<file path="src/hdl/ots_pkg.sv">
// shared types, token kinds and keyword tables of the oberon token scanner
package ots_pkg;

  localparam int KW_COUNT = 19;
  localparam int KW_MAX   = 9;

  // token kinds
  localparam logic [4:0] K_EOF     = 5'd0;
  localparam logic [4:0] K_PLUS    = 5'd1;
  localparam logic [4:0] K_MINUS   = 5'd2;
  localparam logic [4:0] K_AND     = 5'd3;
  localparam logic [4:0] K_TIMES   = 5'd4;
  localparam logic [4:0] K_NUMBER  = 5'd5;
  localparam logic [4:0] K_LPAREN  = 5'd6;
  localparam logic [4:0] K_RPAREN  = 5'd7;
  localparam logic [4:0] K_LBRAK   = 5'd8;
  localparam logic [4:0] K_RBRAK   = 5'd9;
  localparam logic [4:0] K_EQL     = 5'd10;
  localparam logic [4:0] K_LEQ     = 5'd11;
  localparam logic [4:0] K_LSS     = 5'd12;
  localparam logic [4:0] K_GTR     = 5'd13;
  localparam logic [4:0] K_GEQ     = 5'd14;
  localparam logic [4:0] K_NEQ     = 5'd15;
  localparam logic [4:0] K_PERIOD  = 5'd16;
  localparam logic [4:0] K_COMMA   = 5'd17;
  localparam logic [4:0] K_SEMI    = 5'd18;
  localparam logic [4:0] K_NOT     = 5'd19;
  localparam logic [4:0] K_COLON   = 5'd20;
  localparam logic [4:0] K_BECOMES = 5'd21;
  localparam logic [4:0] K_KEYWORD = 5'd22;
  localparam logic [4:0] K_NAME    = 5'd23;
  localparam logic [4:0] K_DIV     = 5'd24;
  localparam logic [4:0] K_MOD     = 5'd25;
  localparam logic [4:0] K_OR      = 5'd26;
  localparam logic [4:0] K_INVALID = 5'd27;

  // keyword spellings, left-justified, first character in the top byte
  localparam logic [8*KW_MAX-1:0] KW_TEXT [KW_COUNT] = '{
    {"DIV", 48'd0}, {"MOD", 48'd0}, {"OR", 56'd0}, {"OF", 56'd0},
    {"THEN", 40'd0}, {"DO", 56'd0}, {"END", 48'd0}, {"ELSE", 40'd0},
    {"ELSIF", 32'd0}, {"IF", 56'd0}, {"WHILE", 32'd0}, {"ARRAY", 32'd0},
    {"RECORD", 24'd0}, {"CONST", 32'd0}, {"TYPE", 40'd0}, {"VAR", 48'd0},
    {"PROCEDURE"}, {"BEGIN", 32'd0}, {"MODULE", 24'd0}
  };

  localparam logic [3:0] KW_LEN [KW_COUNT] = '{
    4'd3, 4'd3, 4'd2, 4'd2, 4'd4, 4'd2, 4'd3, 4'd4, 4'd5, 4'd2,
    4'd5, 4'd5, 4'd6, 4'd5, 4'd4, 4'd3, 4'd9, 4'd5, 4'd6
  };

  typedef struct packed {
    logic [4:0]  kind;
    logic [4:0]  keyword_index;
    logic [31:0] number_value;
    logic        number_overflow;
    logic [31:0] start_offset;
    logic [15:0] token_length;
    logic [23:0] line_number;
    logic        last_of_run;
  } tok_t;

  // tokens caused by one source byte
  typedef struct packed {
    logic [1:0] count;
    tok_t       tok0;
    tok_t       tok1;
  } tok_pair_t;

endpackage

</file>
<file path="src/hdl/ots_byte_if.sv">
// source byte channel
interface ots_byte_if;
  logic       valid;
  logic       ready;
  logic [7:0] ch;

  modport source (output valid, output ch, input ready);
  modport sink (input valid, input ch, output ready);
endinterface

</file>
<file path="src/hdl/ots_tok_if.sv">
// token result channel
interface ots_tok_if;
  logic        valid;
  logic        ready;
  logic [4:0]  kind;
  logic [4:0]  keyword_index;
  logic [31:0] number_value;
  logic        number_overflow;
  logic [31:0] start_offset;
  logic [15:0] token_length;
  logic [23:0] line_number;
  logic        last_of_run;

  modport source (output valid, output kind, output keyword_index, output number_value,
                  output number_overflow, output start_offset, output token_length,
                  output line_number, output last_of_run, input ready);
  modport sink (input valid, input kind, input keyword_index, input number_value,
                input number_overflow, input start_offset, input token_length,
                input line_number, input last_of_run, output ready);
endinterface

</file>
<file path="src/hdl/ots_core.sv">
// scanner state and per-byte token logic
module ots_core #(
  parameter int OFFSET_BITS = 32,
  parameter int LINE_BITS   = 24,
  parameter int DEPTH_BITS  = 8
) (
  input  logic              clk,
  input  logic              rst_n,
  input  logic              in_fire,
  input  logic [7:0]        in_ch,
  output ots_pkg::tok_pair_t res
);
  import ots_pkg::*;

  localparam logic [7:0] CH_NUL = 8'h00;
  localparam logic [7:0] CH_TAB = 8'h09;
  localparam logic [7:0] CH_LF  = 8'h0A;
  localparam logic [7:0] CH_CR  = 8'h0D;

  typedef enum logic [9:0] {
    M_IDLE      = 10'b00_0000_0001,
    M_NUM       = 10'b00_0000_0010,
    M_WORD      = 10'b00_0000_0100,
    M_LPAREN    = 10'b00_0000_1000,
    M_LT        = 10'b00_0001_0000,
    M_GT        = 10'b00_0010_0000,
    M_COLON     = 10'b00_0100_0000,
    M_CMT       = 10'b00_1000_0000,
    M_CMT_STAR  = 10'b01_0000_0000,
    M_CMT_PAREN = 10'b10_0000_0000
  } mode_t;

  mode_t                  mode_r, mode_nxt;
  logic [LINE_BITS-1:0]   line_r, line_nxt;
  logic [OFFSET_BITS-1:0] pos_r, pos_nxt;
  logic [OFFSET_BITS-1:0] pstart_r, pstart_nxt;
  logic [LINE_BITS-1:0]   pline_r, pline_nxt;
  logic [31:0]            acc_r, acc_nxt;
  logic                   ovf_r, ovf_nxt;
  logic [7:0]             word_r [KW_MAX];
  logic [7:0]             word_nxt [KW_MAX];
  logic [15:0]            len_r, len_nxt;
  logic [DEPTH_BITS-1:0]  depth_r, depth_nxt;

  logic        is_dig, is_alp;
  logic [35:0] mul10;
  logic        kw_found;
  logic [4:0]  kw_idx;
  logic [4:0]  word_kind;

  function automatic tok_t mk_tok(input logic [4:0] kind, input logic [4:0] kw,
                                  input logic [31:0] val, input logic ovf,
                                  input logic [31:0] start, input logic [15:0] len,
                                  input logic [23:0] line);
    tok_t t;
    t.kind            = kind;
    t.keyword_index   = kw;
    t.number_value    = val;
    t.number_overflow = ovf;
    t.start_offset    = start;
    t.token_length    = len;
    t.line_number     = line;
    t.last_of_run     = 1'b0;
    return t;
  endfunction

  assign is_dig = (in_ch >= "0") && (in_ch <= "9");
  assign is_alp = ((in_ch >= "a") && (in_ch <= "z")) || ((in_ch >= "A") && (in_ch <= "Z"))
                  || (in_ch == "_");
  assign mul10  = 36'({acc_r, 3'b000}) + 36'({acc_r, 1'b0}) + 36'(in_ch[3:0]);

  // keyword lookup over the stored first bytes of the word
  always_comb begin
    logic hit;
    kw_found = 1'b0;
    kw_idx   = 5'd0;
    for (int k = KW_COUNT - 1; k >= 0; k--) begin
      hit = (len_r == 16'(KW_LEN[k]));
      for (int i = 0; i < KW_MAX; i++) begin
        if (i < int'(KW_LEN[k])) begin
          hit = hit && (word_r[i] == KW_TEXT[k][8*(KW_MAX-i)-1 -: 8]);
        end
      end
      if (hit) begin
        kw_found = 1'b1;
        kw_idx   = 5'(k);
      end
    end
    if (!kw_found) begin
      word_kind = K_NAME;
    end else if (kw_idx == 5'd0) begin
      word_kind = K_DIV;
    end else if (kw_idx == 5'd1) begin
      word_kind = K_MOD;
    end else if (kw_idx == 5'd2) begin
      word_kind = K_OR;
    end else begin
      word_kind = K_KEYWORD;
    end
  end

  always_comb begin
    logic        go_idle;
    logic        eof_hit;
    logic        pend_v;
    tok_t        pend_tok;
    logic        idle_v;
    tok_t        idle_tok;
    logic [4:0]  single;
    logic        single_v;
    logic [31:0] cur_start;
    logic [23:0] cur_line;

    go_idle    = 1'b0;
    eof_hit    = 1'b0;
    pend_v     = 1'b0;
    pend_tok   = '0;
    idle_v     = 1'b0;
    idle_tok   = '0;
    single     = K_INVALID;
    single_v   = 1'b0;
    cur_start  = 32'(pos_r);
    cur_line   = 24'(line_r);
    mode_nxt   = mode_r;
    line_nxt   = line_r;
    pstart_nxt = pstart_r;
    pline_nxt  = pline_r;
    acc_nxt    = acc_r;
    ovf_nxt    = ovf_r;
    word_nxt   = word_r;
    len_nxt    = len_r;
    depth_nxt  = depth_r;

    case (mode_r)
      M_NUM: begin
        if (is_dig) begin
          if (!ovf_r) begin
            if (mul10[35:32] != 4'd0) begin
              ovf_nxt = 1'b1;
              acc_nxt = 32'd0;
            end else begin
              acc_nxt = mul10[31:0];
            end
          end
          if (len_r != 16'hFFFF) len_nxt = len_r + 16'd1;
        end else begin
          pend_v   = 1'b1;
          pend_tok = mk_tok(K_NUMBER, 5'd0, acc_r, ovf_r, 32'(pstart_r), len_r,
                            24'(pline_r));
          go_idle  = 1'b1;
        end
      end
      M_WORD: begin
        if (is_alp || is_dig) begin
          if (len_r < 16'(KW_MAX)) word_nxt[len_r[3:0]] = in_ch;
          if (len_r != 16'hFFFF) len_nxt = len_r + 16'd1;
        end else begin
          pend_v   = 1'b1;
          pend_tok = mk_tok(word_kind, kw_idx, 32'd0, 1'b0, 32'(pstart_r), len_r,
                            24'(pline_r));
          go_idle  = 1'b1;
        end
      end
      M_LT, M_GT, M_COLON: begin
        pend_v = 1'b1;
        if (in_ch == "=") begin
          pend_tok = mk_tok((mode_r == M_LT) ? K_LEQ : (mode_r == M_GT) ? K_GEQ : K_BECOMES,
                            5'd0, 32'd0, 1'b0, 32'(pstart_r), 16'd2, 24'(pline_r));
          mode_nxt = M_IDLE;
        end else begin
          pend_tok = mk_tok((mode_r == M_LT) ? K_LSS : (mode_r == M_GT) ? K_GTR : K_COLON,
                            5'd0, 32'd0, 1'b0, 32'(pstart_r), 16'd1, 24'(pline_r));
          go_idle  = 1'b1;
        end
      end
      M_LPAREN: begin
        if (in_ch == "*") begin
          mode_nxt  = M_CMT;
          depth_nxt = DEPTH_BITS'(1);
        end else begin
          pend_v   = 1'b1;
          pend_tok = mk_tok(K_LPAREN, 5'd0, 32'd0, 1'b0, 32'(pstart_r), 16'd1,
                            24'(pline_r));
          go_idle  = 1'b1;
        end
      end
      M_CMT, M_CMT_STAR, M_CMT_PAREN: begin
        if (in_ch == CH_NUL) begin
          eof_hit = 1'b1;
        end else if ((in_ch == ")") && (mode_r == M_CMT_STAR)) begin
          if (depth_r <= DEPTH_BITS'(1)) begin
            depth_nxt = '0;
            mode_nxt  = M_IDLE;
          end else begin
            depth_nxt = depth_r - DEPTH_BITS'(1);
            mode_nxt  = M_CMT;
          end
        end else if ((in_ch == "*") && (mode_r == M_CMT_PAREN)) begin
          if (depth_r != '1) depth_nxt = depth_r + DEPTH_BITS'(1);
          mode_nxt = M_CMT;
        end else if (in_ch == "*") begin
          mode_nxt = M_CMT_STAR;
        end else if (in_ch == "(") begin
          mode_nxt = M_CMT_PAREN;
        end else begin
          if ((in_ch == CH_LF) && (line_r != '1)) line_nxt = line_r + LINE_BITS'(1);
          mode_nxt = M_CMT;
        end
      end
      default: go_idle = 1'b1;
    endcase

    // scan the byte with nothing pending
    if (go_idle) begin
      mode_nxt = M_IDLE;
      case (in_ch)
        CH_NUL: eof_hit = 1'b1;
        " ", CH_TAB, CH_CR: ;
        CH_LF: if (line_r != '1) line_nxt = line_r + LINE_BITS'(1);
        "(", "<", ">", ":": begin
          mode_nxt   = (in_ch == "(") ? M_LPAREN : (in_ch == "<") ? M_LT :
                       (in_ch == ">") ? M_GT : M_COLON;
          pstart_nxt = pos_r;
          pline_nxt  = line_r;
        end
        "+": begin single_v = 1'b1; single = K_PLUS;   end
        "-": begin single_v = 1'b1; single = K_MINUS;  end
        "&": begin single_v = 1'b1; single = K_AND;    end
        "*": begin single_v = 1'b1; single = K_TIMES;  end
        ")": begin single_v = 1'b1; single = K_RPAREN; end
        "[": begin single_v = 1'b1; single = K_LBRAK;  end
        "]": begin single_v = 1'b1; single = K_RBRAK;  end
        "=": begin single_v = 1'b1; single = K_EQL;    end
        "#": begin single_v = 1'b1; single = K_NEQ;    end
        ".": begin single_v = 1'b1; single = K_PERIOD; end
        ",": begin single_v = 1'b1; single = K_COMMA;  end
        ";": begin single_v = 1'b1; single = K_SEMI;   end
        "~": begin single_v = 1'b1; single = K_NOT;    end
        default: begin
          if (is_dig) begin
            mode_nxt   = M_NUM;
            pstart_nxt = pos_r;
            pline_nxt  = line_r;
            acc_nxt    = 32'(in_ch[3:0]);
            ovf_nxt    = 1'b0;
            len_nxt    = 16'd1;
          end else if (is_alp) begin
            mode_nxt    = M_WORD;
            pstart_nxt  = pos_r;
            pline_nxt   = line_r;
            word_nxt[0] = in_ch;
            len_nxt     = 16'd1;
          end else begin
            single_v = 1'b1;
            single   = K_INVALID;
          end
        end
      endcase
      if (single_v) begin
        idle_v   = 1'b1;
        idle_tok = mk_tok(single, 5'd0, 32'd0, 1'b0, cur_start, 16'd1, cur_line);
      end
    end

    // end of text: report, then restart line, offset and comment nesting
    if (eof_hit) begin
      idle_v    = 1'b1;
      idle_tok  = mk_tok(K_EOF, 5'd0, 32'd0, 1'b0, cur_start, 16'd0, cur_line);
      mode_nxt  = M_IDLE;
      depth_nxt = '0;
      line_nxt  = LINE_BITS'(1);
      pos_nxt   = '0;
    end else begin
      pos_nxt   = pos_r + OFFSET_BITS'(1);
    end

    res = '0;
    if (pend_v) begin
      res.tok0 = pend_tok;
      res.tok1 = idle_tok;
      if (idle_v) begin
        res.count            = 2'd2;
        res.tok1.last_of_run = 1'b1;
      end else begin
        res.count            = 2'd1;
        res.tok0.last_of_run = 1'b1;
      end
    end else if (idle_v) begin
      res.count            = 2'd1;
      res.tok0             = idle_tok;
      res.tok0.last_of_run = 1'b1;
    end
  end

  always_ff @(posedge clk) begin
    if (!rst_n) begin
      mode_r   <= M_IDLE;
      line_r   <= LINE_BITS'(1);
      pos_r    <= '0;
      pstart_r <= '0;
      pline_r  <= LINE_BITS'(1);
      acc_r    <= '0;
      ovf_r    <= 1'b0;
      len_r    <= '0;
      depth_r  <= '0;
    end else if (in_fire) begin
      mode_r   <= mode_nxt;
      line_r   <= line_nxt;
      pos_r    <= pos_nxt;
      pstart_r <= pstart_nxt;
      pline_r  <= pline_nxt;
      acc_r    <= acc_nxt;
      ovf_r    <= ovf_nxt;
      len_r    <= len_nxt;
      depth_r  <= depth_nxt;
    end
  end

  always_ff @(posedge clk) begin
    if (in_fire) word_r <= word_nxt;
  end

  // nesting depth is nonzero exactly while inside a comment
  a_depth_in_cmt: assert property (@(posedge clk) disable iff (!rst_n)
    (depth_r != '0) |-> ((mode_r == M_CMT) || (mode_r == M_CMT_STAR) ||
                         (mode_r == M_CMT_PAREN)))
    else $error("comment depth set outside a comment");

  a_cmt_has_depth: assert property (@(posedge clk) disable iff (!rst_n)
    ((mode_r == M_CMT) || (mode_r == M_CMT_STAR) || (mode_r == M_CMT_PAREN))
      |-> (depth_r != '0))
    else $error("inside a comment with zero depth");

  a_eof_restart: assert property (@(posedge clk) disable iff (!rst_n)
    (in_fire && (in_ch == CH_NUL)) |=> ((pos_r == '0) && (line_r == LINE_BITS'(1))))
    else $error("counters not restarted after end of text");

endmodule

</file>
<file path="src/hdl/oberon_token_scanner_top.sv">
// top level of the oberon token scanner: byte input, token queue, token output
//
// usage
//   in_chan carries one source byte per transaction (ch); byte zero ends the text,
//   gives an EOF token and restarts line and offset counting
//   out_chan carries one token per transaction; a byte gives zero, one or two
//   tokens, and last_of_run marks the final token caused by a byte
//   one byte is taken per cycle while in_chan.ready is high; a token is registered
//   in the queue before it appears on out_chan (queue register, no combinational path
//   from in_chan to out_chan)
//   tokens wait in a four-entry queue; in_chan.ready drops while the queue
//   holds three or more, so a stalled receiver backs up into the byte source
//   without losing a token; a byte that closes a pending token and is a token
//   itself fills two queue entries
//   throughput is set by the queue drain: one token per cycle while out_chan.ready
//   is high, so one byte per cycle as long as bytes average at most one token
//   reset (rst_n low, synchronous) empties the queue and returns the scanner to
//   line 1, offset 0, nothing pending and no open comment
module oberon_token_scanner_top #(
  parameter int OFFSET_BITS = 32,
  parameter int LINE_BITS   = 24,
  parameter int DEPTH_BITS  = 8
) (
  input logic         clk,
  input logic         rst_n,
  ots_byte_if.sink    in_chan,
  ots_tok_if.source   out_chan
);
  import ots_pkg::*;

  localparam int QDEPTH = 4;
  localparam int QAW    = $clog2(QDEPTH);

  tok_pair_t         res;
  logic              in_fire;
  logic              out_fire;
  tok_t              q_r [QDEPTH];
  logic [QAW-1:0]    head_r, head_nxt;
  logic [QAW:0]      cnt_r, cnt_nxt;
  logic [QAW-1:0]    tail;
  tok_t              head_tok;

  // scanner core: state update happens on the accepted byte
  ots_core #(
    .OFFSET_BITS (OFFSET_BITS),
    .LINE_BITS   (LINE_BITS),
    .DEPTH_BITS  (DEPTH_BITS)
  ) u_core (
    .clk     (clk),
    .rst_n   (rst_n),
    .in_fire (in_fire),
    .in_ch   (in_chan.ch),
    .res     (res)
  );

  // room for two tokens is needed before a byte is taken
  assign in_chan.ready = (cnt_r <= (QAW+1)'(QDEPTH - 2));
  assign in_fire       = in_chan.valid && in_chan.ready;
  assign out_fire      = out_chan.valid && out_chan.ready;
  assign tail          = head_r + cnt_r[QAW-1:0];

  always_comb begin
    head_nxt = out_fire ? head_r + QAW'(1) : head_r;
    cnt_nxt  = cnt_r + (in_fire ? (QAW+1)'(res.count) : '0) - (out_fire ? (QAW+1)'(1) : '0);
  end

  always_ff @(posedge clk) begin
    if (!rst_n) begin
      head_r <= '0;
      cnt_r  <= '0;
    end else begin
      head_r <= head_nxt;
      cnt_r  <= cnt_nxt;
    end
  end

  // queue payload, no reset needed
  always_ff @(posedge clk) begin
    if (in_fire && (res.count != 2'd0)) q_r[tail] <= res.tok0;
    if (in_fire && (res.count == 2'd2)) q_r[tail + QAW'(1)] <= res.tok1;
  end

  assign head_tok                 = q_r[head_r];
  assign out_chan.valid           = (cnt_r != '0);
  assign out_chan.kind            = head_tok.kind;
  assign out_chan.keyword_index   = head_tok.keyword_index;
  assign out_chan.number_value    = head_tok.number_value;
  assign out_chan.number_overflow = head_tok.number_overflow;
  assign out_chan.start_offset    = head_tok.start_offset;
  assign out_chan.token_length    = head_tok.token_length;
  assign out_chan.line_number     = head_tok.line_number;
  assign out_chan.last_of_run     = head_tok.last_of_run;

  a_no_overfill: assert property (@(posedge clk) disable iff (!rst_n)
    cnt_r <= (QAW+1)'(QDEPTH))
    else $error("token queue overfilled");

  a_eof_queued: assert property (@(posedge clk) disable iff (!rst_n)
    (in_fire && (in_chan.ch == 8'h00)) |=> (cnt_r != '0))
    else $error("end of text gave no token");

  a_eof_last: assert property (@(posedge clk) disable iff (!rst_n)
    (out_chan.valid && (out_chan.kind == K_EOF)) |-> out_chan.last_of_run)
    else $error("EOF token not marked last of its byte");

endmodule
</file>
<file path="src/flat_wrapper.sv">
// flat-port wrapper written by rule: the top's interface ports become plain ports
module oberon_token_scanner_top_flat import ots_pkg::*;
#(
  parameter int OFFSET_BITS = 32,
  parameter int LINE_BITS   = 24,
  parameter int DEPTH_BITS  = 8
)
  (clk, rst_n, in_chan_valid, in_chan_ch, in_chan_ready, out_chan_valid, out_chan_kind, out_chan_keyword_index, out_chan_number_value, out_chan_number_overflow, out_chan_start_offset, out_chan_token_length, out_chan_line_number, out_chan_last_of_run, out_chan_ready);
  ots_byte_if in_chan_i ();
  ots_tok_if out_chan_i ();
  input logic clk;
  input logic rst_n;
  input wire logic [$bits(in_chan_i.valid)-1:0] in_chan_valid;
  input wire logic [$bits(in_chan_i.ch)-1:0] in_chan_ch;
  output wire logic [$bits(in_chan_i.ready)-1:0] in_chan_ready;
  output wire logic [$bits(out_chan_i.valid)-1:0] out_chan_valid;
  output wire logic [$bits(out_chan_i.kind)-1:0] out_chan_kind;
  output wire logic [$bits(out_chan_i.keyword_index)-1:0] out_chan_keyword_index;
  output wire logic [$bits(out_chan_i.number_value)-1:0] out_chan_number_value;
  output wire logic [$bits(out_chan_i.number_overflow)-1:0] out_chan_number_overflow;
  output wire logic [$bits(out_chan_i.start_offset)-1:0] out_chan_start_offset;
  output wire logic [$bits(out_chan_i.token_length)-1:0] out_chan_token_length;
  output wire logic [$bits(out_chan_i.line_number)-1:0] out_chan_line_number;
  output wire logic [$bits(out_chan_i.last_of_run)-1:0] out_chan_last_of_run;
  input wire logic [$bits(out_chan_i.ready)-1:0] out_chan_ready;
  assign in_chan_i.valid = in_chan_valid;
  assign in_chan_i.ch = in_chan_ch;
  assign in_chan_ready = in_chan_i.ready;
  assign out_chan_valid = out_chan_i.valid;
  assign out_chan_kind = out_chan_i.kind;
  assign out_chan_keyword_index = out_chan_i.keyword_index;
  assign out_chan_number_value = out_chan_i.number_value;
  assign out_chan_number_overflow = out_chan_i.number_overflow;
  assign out_chan_start_offset = out_chan_i.start_offset;
  assign out_chan_token_length = out_chan_i.token_length;
  assign out_chan_line_number = out_chan_i.line_number;
  assign out_chan_last_of_run = out_chan_i.last_of_run;
  assign out_chan_i.ready = out_chan_ready;
  oberon_token_scanner_top #(.OFFSET_BITS(OFFSET_BITS), .LINE_BITS(LINE_BITS), .DEPTH_BITS(DEPTH_BITS)) u_core (.clk(clk), .rst_n(rst_n), .in_chan(in_chan_i), .out_chan(out_chan_i));
endmodule
</file>
<file path="config.mk">
export PLATFORM = sky130hd
export DESIGN_NAME = oberon_token_scanner_top_flat
export DESIGN_NICKNAME = d
export VERILOG_FILES = /design/src/hdl/ots_pkg.sv /design/src/hdl/ots_byte_if.sv /design/src/hdl/ots_tok_if.sv /design/src/hdl/ots_core.sv /design/src/hdl/oberon_token_scanner_top.sv /design/src/flat_wrapper.sv
export SDC_FILE = /design/constraint.sdc
export NUM_CORES = 2
export LEC_CHECK = 0
export BUFFER_PORTS_ARGS = -buffer_cell sky130_fd_sc_hd__buf_2
export CAP_MARGIN = 20
export CORE_MARGIN = 4
export CORE_UTILIZATION = 45
export DETAILED_ROUTE_END_ITERATION = 10
export GPL_TIMING_DRIVEN = 0
export PLACE_DENSITY_LB_ADDON = 0.12
export SLEW_MARGIN = 25
export SYNTH_ARGS = -nofsm -noshare
export SYNTH_HDL_FRONTEND = slang
export SYNTH_SLANG_ARGS = --single-unit
</file>
<file path="constraint.sdc">
create_clock -name clk -period 6.3 [get_ports clk]
set_input_delay 0.945 -clock clk [delete_from_list [all_inputs] [get_ports clk]]
set_output_delay 0.945 -clock clk [all_outputs]
set_load 0.02 [all_outputs]
</file>
==> impl_metrics.tcl <==
set metrics [dict create \
    yosysWarnings 0 \
    period_share_pct 94.6 \
    crit_slowest_cell "clkbuf_1" \
    cts_made_buffers 79 \
    crit_path_cell_trace "buf_2 > clkbuf_1 > nand4bb_1 > nor2_1 > o32ai_2 > a41oi_2 > and2_1 > buf_6 > nand3b_4 > and2_1 > buf_6 > inv_1 > ha_1 > nand3_1 > nor2_1 > nor2_2 > clkbuf_1 > inv_6 > buf_16" \
    gp_congestion 0.902 \
    fin_nets 3387 \
    cpPeakStageDelay_ns 0.65 \
    htreeDepth 3 \
    synth_seq_cells 722 \
    max_freq_ghz 0.168 \
    ys.flop_type "dfxtp_1" \
    synthTopCellsByCount "398 x dfxtp_1, 366 x a22o_1, 324 x edfxtp_1, 247 x nand2_1, 208 x nor2_1" \
    firstDrtPassIters 5 \
    syn_avg_cell_area_sq_um 11.3 \
    synth.most_common_cell "dfxtp_1" \
    area_growth_pct 14.0 \
    path_buf_inv 8 \
    drive_gt1_share_pct 14.7 \
    grt_max_degree 53 \
    syn_inst 3075 \
    drcViolationCount 0 \
    grt_usage_pct 25.5 \
    syn_nets 3170 \
    initial_core_util_pct 45.5 \
    setup_viol 0 \
    root_buffer "clkbuf_16" \
    clk_path_buf_depth 3 \
    num_io_pins 130 \
    dp_slack_ns -0.655 \
    async_reset_ff_share_pct 0 \
    drt_wl_total_um 106000 \
    hpwl_um 74000 \
    crit_family "simple AND/OR/NAND/NOR gates" \
    dieArea_sq_um 81500 \
    yosys-top-cells-area "edfxtp_1 28%, dfxtp_1 23%, a22o_1 9.3%, mux4_2 7.5%, ha_1 2.9%" \
    final.setup.worst_slack_ns 0.342 \
    drv_cap 0 \
    dieWidth_um 285 \
    worstPathRequired_ns 6.64 \
    wire_per_inst_um 24.1 \
    synth_edf_count 324 \
    irDropWorstVdd_v 0.000238 \
    fin_area_sq_um 39500 \
    die_h_um 285 \
    finalHoldViolations 0 \
    clk_pin_slew_ns 0.06 \
    yosysUniqueCellTypes 90 \
    place_area_sq_um 36800 \
    maxSlewViolCount 0 \
    cts_tree "yes" \
    hold_buffers 0 \
    startpoint_type "input pin" \
    worstPathArrival_ns 6.30 \
    power_leakage_uw 0.0138 \
    antenna_found_initial 1 \
    fin_skew_ns 0.0203 \
    vias 27010 \
    core_sq_um 76100 \
    worstSkewPairLatency_ns 0.63 \
    cts_num_sinks 722 \
    grt_pass1_wl_um 161000 \
    synth_top_cell_area_share_pct 28.1 \
    portBuffers 129 \
    rsz0062_at_grt "false" \
    worstMarginPinSlew_ns 1.08 \
    yosysTopAreaCell "edfxtp_1" \
    vias_per_cell 6.15 \
    layout_min_cycle_time_ns 5.96 \
    grt_pass1_vias 26710 \
    antenna_left 0 \
    synth-seq-area-share_pct 51.1 \
    worst-setup-path-type "in -> reg" \
    overflow 0 \
    first_iter_violations 2393 \
    syn_area_sq_um 34600 \
    worstSetupEndpointType "flop" \
    min_path_type "reg -> reg" \
    rows 101 \
    path_max_fanout 52 \
    slew_headroom_pct 27.6 \
    status "finished, final reports clean" \
    power_density_nw_per_um2 325 \
]
through the flow:
step,utilization (%),setup TNS [ns],hold WS (ns),power [uW],std cells
floorplan,-,0,0.420,7110,3075
global placement,48.1,-608.40,0.428,8140,4234
detailed placement,48.3,-113.60,0.437,8180,4241
CTS,51.9,0,0.450,12900,4388
global route,51.9,0,0.466,13300,4388
finish,51.9,0,0.452,12900,4392
state kept, by name, summed over array words and instances, names as in the netlist, named ones only:
name,flops
u_core.q_r,464
u_core.u_core.acc_r,32
u_core.u_core.pos_r,32
u_core.u_core.pstart_r,32
u_core.u_core.line_r,24
u_core.u_core.pline_r,24
u_core.u_core.len_r,16
u_core.u_core.mode_r,10
u_core.u_core.depth_r,8
u_core.u_core.word_r,8
u_core.cnt_r,3
u_core.head_r,2
u_core.u_core.ovf_r,1
worst min-delay path, delay by kind of cell (launching register included):
kind | cells | cell delay, ns
simple gates | 1 | 0.04
compound gates | 1 | 0.05
flops | 1 | 0.32
final timing paths:
check	start	to	slack, ns	depth (start not counted)
max	in_chan_ch[1]	u_core.q_r[0][56]	0.34	19
min	u_core.q_r[0][107]	u_core.q_r[0][107]	0.45	2
max reg2reg	u_core.u_core.mode_r[4]	u_core.q_r[0][56]	0.53	18
min reg2reg	u_core.q_r[0][107]	u_core.q_r[0][107]	0.45	2
area by class of cell:
| type | count | area [sq um] |
|---|---|---|
| Fill cell | 6764 | 36600 |
| Sequential cell | 722 | 17700 |
| Multi-Input combinational cell | 2069 | 15700 |
| Clock buffer | 110 | 2230 |
| Tap cell | 1030 | 1290 |
| Buffer | 241 | 1130 |
| Timing Repair Buffer | 136 | 781 |
| Clock inverter | 37 | 468 |
| Inverter | 43 | 176 |
| Antenna cell | 4 | 10.0 |
report_power, final:
group,switching [uW],internal [uW]
registers,98.4,5260
logic,1840,873
clock network,1960,2820
routing by layer:
metal,vias up,wire (um),GRT usage (%)
li1,12307,-,-
met1,13453,44700,33.5
met2,1027,51100,43.2
met3,223,6650,4.00
met4,0,3550,8.50
met5,-,0,0
cell usage in the layout, fill, tap and decap left out, types with 38 or more instances in the layout:
master     instances
a22o_1           366
mux4_2           116
clkbuf_16         80
dfxtp_1          398
nor3_1            54
nand2_1          247
inv_1             38
xor2_1            46
buf_2            157
ha_1              80
and3_1            42
edfxtp_1         324
o21ai_0          165
mux2i_1           59
nand4_1           50
nor2_1           204
clkbuf_1         193
nand3_1           71
a21oi_1          116
repair_timing:
item	in CTS	in global routing
gates resized for setup	0	3
hold endpoints to repair	0	0
setup buffers	0	0
endpoints found under the setup margin	0	226
cells by family (layout without fill, tap and decap cells):
kind of cell,count (synthesis),in the layout,share of synthesized area [%]
AOI/OAI and AO/OA,823,823,17.3
xor gates and xnor gates,74,74,1.87
adders and majority gates,83,83,3.06
buffers and inverters,284,567,3.70
other,0,4,0
and+or+nand+nor,907,907,13.4
DFF,722,722,51.1
muxes,182,182,9.48
(Power assumes the default switching activity.)
